File: src/rtl/grwe_pkg.sv
`default_nettype none

package grwe_pkg;

    localparam int NODE_W = 4;

    typedef enum logic [1:0] {
        MODE_EDGE   = 2'd0,
        MODE_REMOVE = 2'd1,
        MODE_MARK   = 2'd2,
        MODE_QUERY  = 2'd3
    } mode_t;

    typedef struct packed {
        mode_t             mode;
        logic [NODE_W-1:0] node_a;
        logic [NODE_W-1:0] node_b;
        logic [NODE_W-1:0] node_skip;
        logic              flag;
    } req_t;

    typedef struct packed {
        logic connected;
        logic goal_is_skipped;
    } rsp_t;

    typedef struct packed {
        logic load;
        logic edge_rd;
        logic edge_wr;
        logic mark_wr;
        logic scan_clr;
        logic scan;
        logic q_short;
        logic q_init;
        logic q_eval;
    } cmd_t;

    typedef struct packed {
        mode_t mode;
        logic  a_ok;
        logic  edge_ok;
        logic  q_short;
        logic  row_last;
        logic  round_last;
        logic  found;
        logic  next_empty;
    } status_t;

endpackage

`default_nettype wire

File: src/rtl/graph_reachability_with_exclusion_top.sv
// mark, settled query: dispatch, done; edge write: read then write a row; removal: scan, drain
// query walk: up to NODES rounds of scan, drain, eval; one memory row read per scan cycle
// done pulses in the last busy cycle with the result; receiver cannot stall
// next request is taken the cycle after done, so requests never overlap
// reset: async active-low rst_n clears row valid bits, deleted marks, walk sets and controller
`default_nettype none

module graph_reachability_with_exclusion_top
    import grwe_pkg::*;
#(
    parameter int NODES = 16
)
(
    input  wire logic clk,
    input  wire logic rst_n,
    input  wire logic start,
    input  wire req_t req,
    output logic      busy,
    output logic      done,
    output rsp_t      result
);

    cmd_t    cmd;
    status_t st;

    grwe_ctrl u_ctrl (
        .clk   (clk),
        .rst_n (rst_n),
        .start (start),
        .st    (st),
        .cmd   (cmd),
        .busy  (busy),
        .done  (done)
    );

    grwe_datapath #(
        .NODES (NODES)
    ) u_datapath (
        .clk    (clk),
        .rst_n  (rst_n),
        .req    (req),
        .cmd    (cmd),
        .st     (st),
        .result (result)
    );

endmodule

`default_nettype wire

File: src/rtl/grwe_ctrl.sv
`default_nettype none

module grwe_ctrl
    import grwe_pkg::*;
(
    input  wire logic    clk,
    input  wire logic    rst_n,
    input  wire logic    start,
    input  wire status_t st,
    output cmd_t         cmd,
    output logic         busy,
    output logic         done
);

    typedef enum logic [7:0] {
        S_IDLE     = 8'b0000_0001,
        S_DISPATCH = 8'b0000_0010,
        S_EDGE_RD  = 8'b0000_0100,
        S_EDGE_WR  = 8'b0000_1000,
        S_SCAN     = 8'b0001_0000,
        S_DRAIN    = 8'b0010_0000,
        S_EVAL     = 8'b0100_0000,
        S_DONE     = 8'b1000_0000
    } state_t;

    state_t state_reg;
    state_t state_next;

    always_comb
    begin
        state_next = state_reg;
        cmd        = '0;
        case (state_reg)
            S_IDLE:
            begin
                if (start)
                begin
                    cmd.load   = 1'b1;
                    state_next = S_DISPATCH;
                end
            end
            S_DISPATCH:
            begin
                case (st.mode)
                    MODE_EDGE:
                    begin
                        state_next = st.edge_ok ? S_EDGE_RD : S_DONE;
                    end
                    MODE_REMOVE:
                    begin
                        if (st.a_ok)
                        begin
                            cmd.scan_clr = 1'b1;
                            state_next   = S_SCAN;
                        end
                        else
                        begin
                            state_next = S_DONE;
                        end
                    end
                    MODE_MARK:
                    begin
                        cmd.mark_wr = 1'b1;
                        state_next  = S_DONE;
                    end
                    MODE_QUERY:
                    begin
                        if (st.q_short)
                        begin
                            cmd.q_short = 1'b1;
                            state_next  = S_DONE;
                        end
                        else
                        begin
                            cmd.q_init = 1'b1;
                            state_next = S_SCAN;
                        end
                    end
                    default:
                    begin
                        state_next = S_DONE;
                    end
                endcase
            end
            S_EDGE_RD:
            begin
                cmd.edge_rd = 1'b1;
                state_next  = S_EDGE_WR;
            end
            S_EDGE_WR:
            begin
                cmd.edge_wr = 1'b1;
                state_next  = S_DONE;
            end
            S_SCAN:
            begin
                cmd.scan = 1'b1;
                if (st.row_last)
                begin
                    state_next = S_DRAIN;
                end
            end
            S_DRAIN:
            begin
                state_next = (st.mode == MODE_QUERY) ? S_EVAL : S_DONE;
            end
            S_EVAL:
            begin
                cmd.q_eval = 1'b1;
                if (st.found || st.next_empty || st.round_last)
                begin
                    state_next = S_DONE;
                end
                else
                begin
                    state_next = S_SCAN;
                end
            end
            S_DONE:
            begin
                state_next = S_IDLE;
            end
            default:
            begin
                state_next = S_IDLE;
            end
        endcase
    end

    always_ff @(posedge clk or negedge rst_n)
    begin
        if (!rst_n)
        begin
            state_reg <= S_IDLE;
        end
        else
        begin
            state_reg <= state_next;
        end
    end

    assign busy = (state_reg != S_IDLE);
    assign done = (state_reg == S_DONE);

endmodule

`default_nettype wire

File: src/rtl/grwe_datapath.sv
`default_nettype none

module grwe_datapath
    import grwe_pkg::*;
#(
    parameter int NODES = 16
)
(
    input  wire logic clk,
    input  wire logic rst_n,
    input  wire req_t req,
    input  wire cmd_t cmd,
    output status_t   st,
    output rsp_t      result
);

    localparam int ROW_W = $clog2(NODES);
    localparam int EXT_W = ROW_W + NODE_W;
    localparam logic [EXT_W-1:0] NODES_X   = EXT_W'(NODES);
    localparam logic [ROW_W-1:0] ROW_LAST  = ROW_W'(NODES - 1);
    localparam logic [NODES-1:0] ONE_BIT   = {{(NODES-1){1'b0}}, 1'b1};

    // row memory, valid bit per row stands for the cleared reset value
    logic [NODES-1:0] mem [NODES];
    logic [NODES-1:0] mem_q_reg;
    logic             mem_qv_reg;
    logic             mem_qv_next;

    logic [NODES-1:0] row_valid_reg;
    logic [NODES-1:0] row_valid_next;

    req_t             req_reg;
    req_t             req_next;
    logic [ROW_W-1:0] row_reg;
    logic [ROW_W-1:0] row_next;
    logic [ROW_W-1:0] round_reg;
    logic [ROW_W-1:0] round_next;
    logic [ROW_W-1:0] rd_row_reg;
    logic [ROW_W-1:0] rd_row_next;
    logic             rd_pend_reg;
    logic             rd_pend_next;
    logic [NODES-1:0] deleted_reg;
    logic [NODES-1:0] deleted_next;
    logic [NODES-1:0] visited_reg;
    logic [NODES-1:0] visited_next;
    logic [NODES-1:0] frontier_reg;
    logic [NODES-1:0] frontier_next;
    logic [NODES-1:0] acc_reg;
    logic [NODES-1:0] acc_next;
    logic             conn_reg;
    logic             conn_next;
    logic             gskip_reg;
    logic             gskip_next;

    logic [EXT_W-1:0] a_ext;
    logic [EXT_W-1:0] b_ext;
    logic [EXT_W-1:0] s_ext;
    logic [ROW_W-1:0] a_row;
    logic             a_ok;
    logic             b_ok;
    logic             s_ok;
    logic [NODES-1:0] bit_a;
    logic [NODES-1:0] bit_b;
    logic [NODES-1:0] bit_s;
    logic             start_del;
    logic             short_val;
    logic [NODES-1:0] row_eff;
    logic [NODES-1:0] next_set;
    logic             take;

    logic             rd_en;
    logic [ROW_W-1:0] rd_addr;
    logic             wr_en;
    logic [ROW_W-1:0] wr_addr;
    logic [NODES-1:0] wr_data;

    always_comb
    begin
        a_ext     = EXT_W'(req_reg.node_a);
        b_ext     = EXT_W'(req_reg.node_b);
        s_ext     = EXT_W'(req_reg.node_skip);
        a_row     = a_ext[ROW_W-1:0];
        a_ok      = (a_ext < NODES_X);
        b_ok      = (b_ext < NODES_X);
        s_ok      = (s_ext < NODES_X);
        bit_a     = a_ok ? (ONE_BIT << req_reg.node_a) : '0;
        bit_b     = b_ok ? (ONE_BIT << req_reg.node_b) : '0;
        bit_s     = s_ok ? (ONE_BIT << req_reg.node_skip) : '0;
        start_del = |(deleted_reg & bit_a);
        short_val = a_ok && b_ok && (req_reg.node_a != req_reg.node_skip) && !start_del
                    && (req_reg.node_a == req_reg.node_b);
        row_eff   = mem_qv_reg ? mem_q_reg : '0;
        next_set  = acc_reg & ~visited_reg;
        take      = rd_pend_reg;
    end

    always_comb
    begin
        st.mode       = req_reg.mode;
        st.a_ok       = a_ok;
        st.edge_ok    = a_ok && b_ok;
        st.q_short    = !a_ok || !b_ok || (req_reg.node_a == req_reg.node_skip)
                        || start_del || (req_reg.node_a == req_reg.node_b);
        st.row_last   = (row_reg == ROW_LAST);
        st.round_last = (round_reg == ROW_LAST);
        st.found      = |(next_set & bit_b);
        st.next_empty = ~|next_set;
    end

    // memory port control
    always_comb
    begin
        rd_en   = cmd.edge_rd || cmd.scan;
        rd_addr = cmd.edge_rd ? a_row : row_reg;
        wr_en   = 1'b0;
        wr_addr = a_row;
        wr_data = '0;
        if (cmd.edge_wr)
        begin
            wr_en   = 1'b1;
            wr_data = req_reg.flag ? (row_eff | bit_b) : (row_eff & ~bit_b);
        end
        else if (take && (req_reg.mode == MODE_REMOVE))
        begin
            wr_en   = 1'b1;
            wr_addr = rd_row_reg;
            wr_data = (rd_row_reg == a_row) ? '0 : (row_eff & ~bit_a);
        end
    end

    always_comb
    begin
        req_next       = req_reg;
        row_next       = row_reg;
        round_next     = round_reg;
        rd_row_next    = rd_row_reg;
        rd_pend_next   = cmd.scan;
        mem_qv_next    = mem_qv_reg;
        row_valid_next = row_valid_reg;
        deleted_next   = deleted_reg;
        visited_next   = visited_reg;
        frontier_next  = frontier_reg;
        acc_next       = acc_reg;
        conn_next      = conn_reg;
        gskip_next     = gskip_reg;

        if (cmd.load)
        begin
            req_next   = req;
            conn_next  = 1'b0;
            gskip_next = (req.mode == MODE_QUERY) && (req.node_b == req.node_skip);
        end
        if (rd_en)
        begin
            mem_qv_next = row_valid_reg[rd_addr];
        end
        if (wr_en)
        begin
            row_valid_next[wr_addr] = 1'b1;
        end
        if (cmd.mark_wr)
        begin
            deleted_next = req_reg.flag ? (deleted_reg | bit_a) : (deleted_reg & ~bit_a);
        end
        if (cmd.scan_clr)
        begin
            row_next = '0;
        end
        if (cmd.q_short)
        begin
            conn_next = short_val;
        end
        if (cmd.q_init)
        begin
            visited_next  = bit_s | deleted_reg | bit_a;
            frontier_next = bit_a;
            acc_next      = '0;
            row_next      = '0;
            round_next    = '0;
        end
        if (cmd.scan)
        begin
            row_next    = row_reg + ROW_W'(1);
            rd_row_next = row_reg;
        end
        if (take && (req_reg.mode == MODE_QUERY) && frontier_reg[rd_row_reg])
        begin
            acc_next = acc_reg | row_eff;
        end
        if (cmd.q_eval)
        begin
            conn_next     = |(next_set & bit_b);
            visited_next  = visited_reg | next_set;
            frontier_next = next_set;
            acc_next      = '0;
            row_next      = '0;
            round_next    = round_reg + ROW_W'(1);
        end
    end

    always_ff @(posedge clk or negedge rst_n)
    begin
        if (!rst_n)
        begin
            row_reg       <= '0;
            round_reg     <= '0;
            rd_pend_reg   <= 1'b0;
            row_valid_reg <= '0;
            deleted_reg   <= '0;
            visited_reg   <= '0;
            frontier_reg  <= '0;
        end
        else
        begin
            row_reg       <= row_next;
            round_reg     <= round_next;
            rd_pend_reg   <= rd_pend_next;
            row_valid_reg <= row_valid_next;
            deleted_reg   <= deleted_next;
            visited_reg   <= visited_next;
            frontier_reg  <= frontier_next;
        end
    end

    always_ff @(posedge clk)
    begin
        req_reg    <= req_next;
        rd_row_reg <= rd_row_next;
        mem_qv_reg <= mem_qv_next;
        acc_reg    <= acc_next;
        conn_reg   <= conn_next;
        gskip_reg  <= gskip_next;
    end

    always_ff @(posedge clk)
    begin
        if (wr_en)
        begin
            mem[wr_addr] <= wr_data;
        end
        if (rd_en)
        begin
            mem_q_reg <= mem[rd_addr];
        end
    end

    assign result.connected       = conn_reg;
    assign result.goal_is_skipped = gskip_reg;

endmodule

`default_nettype wire

File: config.mk
export PLATFORM = sky130hd
export DESIGN_NAME = graph_reachability_with_exclusion_top
export DESIGN_NICKNAME = d
export VERILOG_FILES = /design/src/rtl/grwe_pkg.sv /design/src/rtl/graph_reachability_with_exclusion_top.sv /design/src/rtl/grwe_ctrl.sv /design/src/rtl/grwe_datapath.sv
export SDC_FILE = /design/constraint.sdc
export NUM_CORES = 1
export LEC_CHECK = 0
export ABC_AREA = 1
export BUFFER_PORTS_ARGS = -buffer_cell sky130_fd_sc_hd__buf_4
export CORE_ASPECT_RATIO = 0.6
export CORE_MARGIN = 2
export CORE_UTILIZATION = 51
export CTS_CLUSTER_DIAMETER = 120
export DETAILED_ROUTE_END_ITERATION = 12
export HOLD_SLACK_MARGIN = 0.05
export PLACE_DENSITY = 0.67
export SYNTH_ARGS = -nofsm -noshare
export SYNTH_HDL_FRONTEND = slang
export SYNTH_SLANG_ARGS = --single-unit
File: constraint.sdc
create_clock -name clk -period 3.4 [get_ports clk]
set_input_delay 0.17 -clock clk [delete_from_list [all_inputs] [get_ports clk]]
set_output_delay 0.17 -clock clk [all_outputs]
set_load 0.05 [all_outputs]
# Yosys cells after proc, flatten, opt, wreduce, memory -nomap -nowiden
# Memories as Yosys holds them, arrays and structs flattened. A register that Yosys moved wholly into a read port is not among the register bits.
# Index checks and enable logic that the tools add are counted.
# op_classes
add_sub_neg	2
n_mul	0
div	0
n_lt_le_gt_ge	4
n_eq_ne	22
shift	3
n_mux	54
n_bitwise	16
n_reduce_logical	23
# op_table
op	count
16-bit 2-to-1 mux	12
16-bit bitwise OR	7
16-bit bitwise AND	6
8-bit case mux with 7 select lines	1
16-bit inverter	3
16-bit OR reduction	3
1-bit by 4-bit left shift with 16-bit output, first input constant	3
8-bit 2-to-1 mux	5
4-bit 2-to-1 mux	9
8-bit case mux with 4 select lines	1
1-bit 2-to-1 mux	20
4-bit == test	4
4-bit by 5-bit less-than comparator with 1-bit output, second input constant	3
4-bit by 1-bit adder with 4-bit output, second input constant	2
1-bit binary-select mux with 4-bit select	2
4-bit == test, second input constant	2
8-bit by 1-bit == test with 1-bit output, second input constant	1
8-bit by 2-bit == test with 1-bit output, second input constant	1
8-bit by 3-bit == test with 1-bit output, second input constant	1
8-bit by 4-bit == test with 1-bit output, second input constant	1
8-bit by 5-bit == test with 1-bit output, second input constant	1
8-bit by 6-bit == test with 1-bit output, second input constant	1
8-bit by 7-bit == test with 1-bit output, second input constant	1
8-bit == test, second input constant	1
16 further kinds	33
# word_totals
regBits	119
latchBits	0
ramBits	256
mem_bits_ro	0
inputBits	18
output_inout_bits	4
wordCells	143
memories	1
# mem_list
memory	words	word_bits	rd	rd_ports_with_merged_regs	write_ports	line	text
u_datapath.mem	16	16	1	1	1	grwe_datapath.sv:24	logic [NODES-1:0] mem [NODES];

# Depth between registers and ports, before layout
# depth
depth_word	11
depth_mapped	16
depth_no_buf	14

# Modules after synthesis
# From an unflattened synthesis, not the netlist that was laid out.
# unflattened
cells_unflattened	1756
area_unflattened_um2	17976.0
# by_module_without_submodules
module	instances	cells_per_inst	area_each_um2	seq_area_each_um2
grwe_datapath	1	1664	17324.1	10975.5
grwe_ctrl	1	92	651.9	201.4

# Worst setup path before layout
# Ideal clock, no wire load.
# synth_path
kind	reg2reg
startpoint	register u_ctrl.state_reg[2]
endpoint	register u_datapath.conn_reg, enable pin
setup_time_ps	310
t_arrival_ps	2275
t_required_ps	3090
slack_ps	815
path_stages_with_launch	8
n_path_buf	0
synth_period_minus_slack_ps	2585
cell_sequence	dfrtp_1 nor2_1 inv_1 nor4_1 inv_1 nor2_1 nor2_1 o21ai_0
# synth_rtl
element	line	text
start, declared	grwe_ctrl.sv:26	state_t state_reg;
start signal, assigned	grwe_ctrl.sv:138	state_reg <= state_next;
end signal, assigned	grwe_datapath.sv:231	conn_reg <= conn_next;
end, declared	grwe_datapath.sv:50	logic conn_reg;

# Final worst setup path
# layout_path
startpoint	register u_ctrl.state_reg[7]
endpoint	register u_datapath.mem_q_reg[7] (read register of u_datapath.mem), data pin
# layout_between
elab_chain_len	3
word_cells_on_any_way	6
classes_between	eq/ne: 2; mux: 3; reduce/logical: 1
# layout_rtl
element	line	text
8-bit by 3-bit == test with 1-bit output or 8-bit by 5-bit == test with 1-bit output (tied branches)	grwe_ctrl.sv:33	case (state_reg)
1-bit 2-to-1 mux	grwe_ctrl.sv:33	
4-bit 2-to-1 mux or 1-bit logical OR (tied branches)	grwe_datapath.sv:114, grwe_datapath.sv:113	
end, declared	grwe_datapath.sv:25	logic [NODES-1:0] mem_q_reg;
# Several ways; a longest one is shown, not always the timed one.
# A chain may end at the register's enable or synchronous reset.

==> summary.txt <==
overflow left after global routing: 0
Row Count: 53
library cells used by synthesis: 50
Hold Violations, Final: 0
Std-Cell Core Area: 35080 um^2
area of placed instances: 19070 um^2
Worst Path Required: 3.81 ns
area fraction in compound gates after synthesis: 10.02%
Static Leakage: 8.759 nW
setup TNS: 0 ns
Tot GR Track Use: 27.69%
CP Class: reg -> reg
xor/xnor cell area share of the yosys netlist: 0.5291%
die area: 37280 um^2
worst reg-to-reg setup slack: 0.50 ns
Iteration-0 DRC Markers: 1834
Die H: 150.4 um
post-CTS sizing: 0
Post-synth EDFFs: 294
Startpoint Class: flip-flop
Crit. End Element: flip-flop
Cells after DPL: 2306
Crit Path Max Fanout: 29
Pre-antenna DRT Iters: 5
clock-pin slew on the worst setup and hold paths: 0.06 ns
r2r endpoint: u_datapath.mem_q_reg[7]
leading area contributor after synthesis: edfxtp_1
Syn-to-layout area delta: 12.93%
wire length per cell: 21.29 um
total number of vias: 13760
Setup-failing EPs final: 0
Detailed Place HPWL: 33900 um
pin count of the biggest net entering global routing: 71
first-pass GRT wire length: 76420 um
P per Cell Area: 672.7 nW/um^2
Max-Cap Viols: 0
multiplexer share of the synthesized area: 0%
max-slew violations: 0
TritonCTS clock tree: yes
RR Startpoint: u_ctrl.state_reg[7]
top cells by area, synth: edfxtp_1, dfrtp_1, nand2_1
final instance area: 20560 um^2
CTS sink cnt: 391
most frequent cells after synthesis: nand2_1, edfxtp_1, inv_1
Util after Layout: 58.62%
reg2reg path depth: 10
Synth Net Count: 1873
max frequency: 344.4 MHz
Starting Density: 51.91%
Die Width: 247.9 um
cts hold-fix bufs: 17
Rel. slew slack: 33.28%
FFs w/ async S/R, synth: 20.72%
Most flops, register: u_datapath.mem
htree depth: 2
simple-gate area share of the yosys netlist: 19.70%
CTS Buf Count: 38
Top FF cell, synth: edfxtp_1
Antenna diodes: 0
Setup Fix Bufs, Post-CTS: 0
Syn Std Cell Area: 18210 um^2
unrepaired setup endpoints after global routing: no
fin crit share: 85.40%
clk root buf: clkbuf_16
top-count cell post-synth: nand2_1
sequential cell area: 11180 um^2
Ys Warns: 0
Period minus WS final: 2.904 ns
Non-Filler Instances: 2389
largest family of logic cells by synthesized area: simple AND/OR/NAND/NOR gates
port bufs: 21
antenna violation net count after detailed routing: 0
initial antenna violation count: 0
#FFs+latches synth: 391
Fillers: 2910
status: complete, no violations
DRC violations left: 0
vias in the first global route: 12422
Clock Path Buffers: 3
VDD IR-drop max: 0.0006699 V
RD Place Congestion: 1.018
Tightest Pin Transition: 1.001 ns
total power: 13.83 mW
io pins: 22
max FFs per register: 256
CP arrival: 3.31 ns
synthesized-area fraction occupied by adder cells: 0.1374%
final wirelength: 50870 um
skew final: 0.03591 ns
routed vias/inst: 5.760
Nets: 1916
HP Class: in -> async
multi-input combinational cell area: 5615 um^2
clock latency on the worst-skew pair: 0.56 ns
Avg Cell Area, Syn: 9.827 um^2
Post-Synthesis Cells: 1853
share of post-route cells with drive strength above 1: 10.51%
post-synth top area share: 48.48%
Seq/Total Area, Yosys: 61.38%
Worst Setup SP: u_ctrl.state_reg[7]
==> stage by stage <==
stage	setup WS (ns)	hold slack, ns
3_5_place_dp	0.5405	0.3532
2_1_floorplan	0.8153	-0.1256
3_3_place_gp	0.5650	0.3496
5_1_grt	0.2749	0.3451
6_report	0.4963	0.3161
4_1_cts	0.5072	0.3222
==> worst max-delay path, stage by stage (launching register included) <==
cell	delay, ns
dfrtp_1	0.40
nor2_1	0.19
nand2_1	0.12
inv_2	0.11
nand2_1	0.33
o21ai_4	0.57
buf_4	0.45
o211ai_1	0.18
nand3_1	0.11
nand3_1	0.15
nand2_1	0.10
==> layout by cell type, fill, tap and decap left out, types with 3 or more instances in the layout <==
| cell type | netlist | final |
|---|---|---|
| nand2_1 | 451 | 450 |
| edfxtp_1 | 294 | 294 |
| inv_1 | 234 | 234 |
| nand3_1 | 209 | 209 |
| o211ai_1 | 130 | 130 |
| nor2_1 | 100 | 83 |
| dfrtp_1 | 80 | 80 |
| buf_4 | 11 | 76 |
| o21ai_0 | 60 | 60 |
| clkbuf_16 | 0 | 41 |
| nand4_1 | 23 | 23 |
| a21oi_1 | 21 | 21 |
| nor2_2 | 2 | 18 |
| dlygate4sd3_1 | 0 | 17 |
| dfxtp_1 | 16 | 16 |
| inv_2 | 15 | 15 |
| nor4_1 | 13 | 13 |
| a21boi_1 | 12 | 12 |
| o31ai_1 | 10 | 10 |
| buf_12 | 0 | 9 |
| a211oi_1 | 8 | 8 |
| o21ai_1 | 7 | 7 |
| nor3_1 | 7 | 7 |
| bufinv_16 | 0 | 7 |
| clkinv_2 | 0 | 7 |
| xnor2_1 | 6 | 6 |
| xor2_1 | 5 | 5 |
| clkinv_1 | 1 | 5 |
| or2_1 | 5 | 5 |
| a31o_2 | 4 | 4 |
| nand3b_1 | 4 | 4 |
| a31oi_1 | 4 | 4 |
| o21bai_1 | 4 | 4 |
| nor3_2 | 3 | 3 |
| nand2_4 | 1 | 3 |
| o21ai_4 | 0 | 3 |
| or2_2 | 3 | 3 |
| clkbuf_1 | 28 | 3 |
==> logic make-up after synthesis <==
logic type,Yosys count
compound gates,271
xor+xnor,11
fa+ha+maj,2
buf+inv,349
flops,391
simple gates,829
==> how the worst max path moves through the flow <==
stage | end | slack (ns) | cells after the start
2_1_floorplan | u_datapath.conn_reg | 0.82 | 7
3_3_place_gp | u_datapath.mem_q_reg[7] | 0.57 | 10
3_5_place_dp | u_datapath.mem_q_reg[7] | 0.54 | 10
4_1_cts | u_datapath.mem_q_reg[7] | 0.51 | 10
5_1_grt | u_datapath.mem[7][9] | 0.27 | 10
6_report | u_datapath.mem_q_reg[7] | 0.50 | 10
==> where the power goes <==
part | total (mW) | internal [mW] | switching [mW]
Clock | 4.55 | 2.72 | 1.84
Sequential | 5.93 | 5.56 | 0.373
Combinational | 3.35 | 1.02 | 2.32
Total | 13.8 | 9.30 | 4.53
==> final cells by class <==
class                   count  area share (%)
inverters                 250           4.564
flip-flops and latches    391           54.36
multi-input cells        1113           27.31
clock inverters            22           1.406
repair buffers            102           4.479
clock buffers              44           5.044
well taps                 467           2.842
==> layer usage <==
metal / GRT usage (%) / wire length, um
met5: 1.738 / 86
met4: 5.000 / 648
met3: 8.378 / 6109
met2: 36.89 / 20490
met1: 44.08 / 23530
Note: power is estimated with default switching activity, not from simulation.
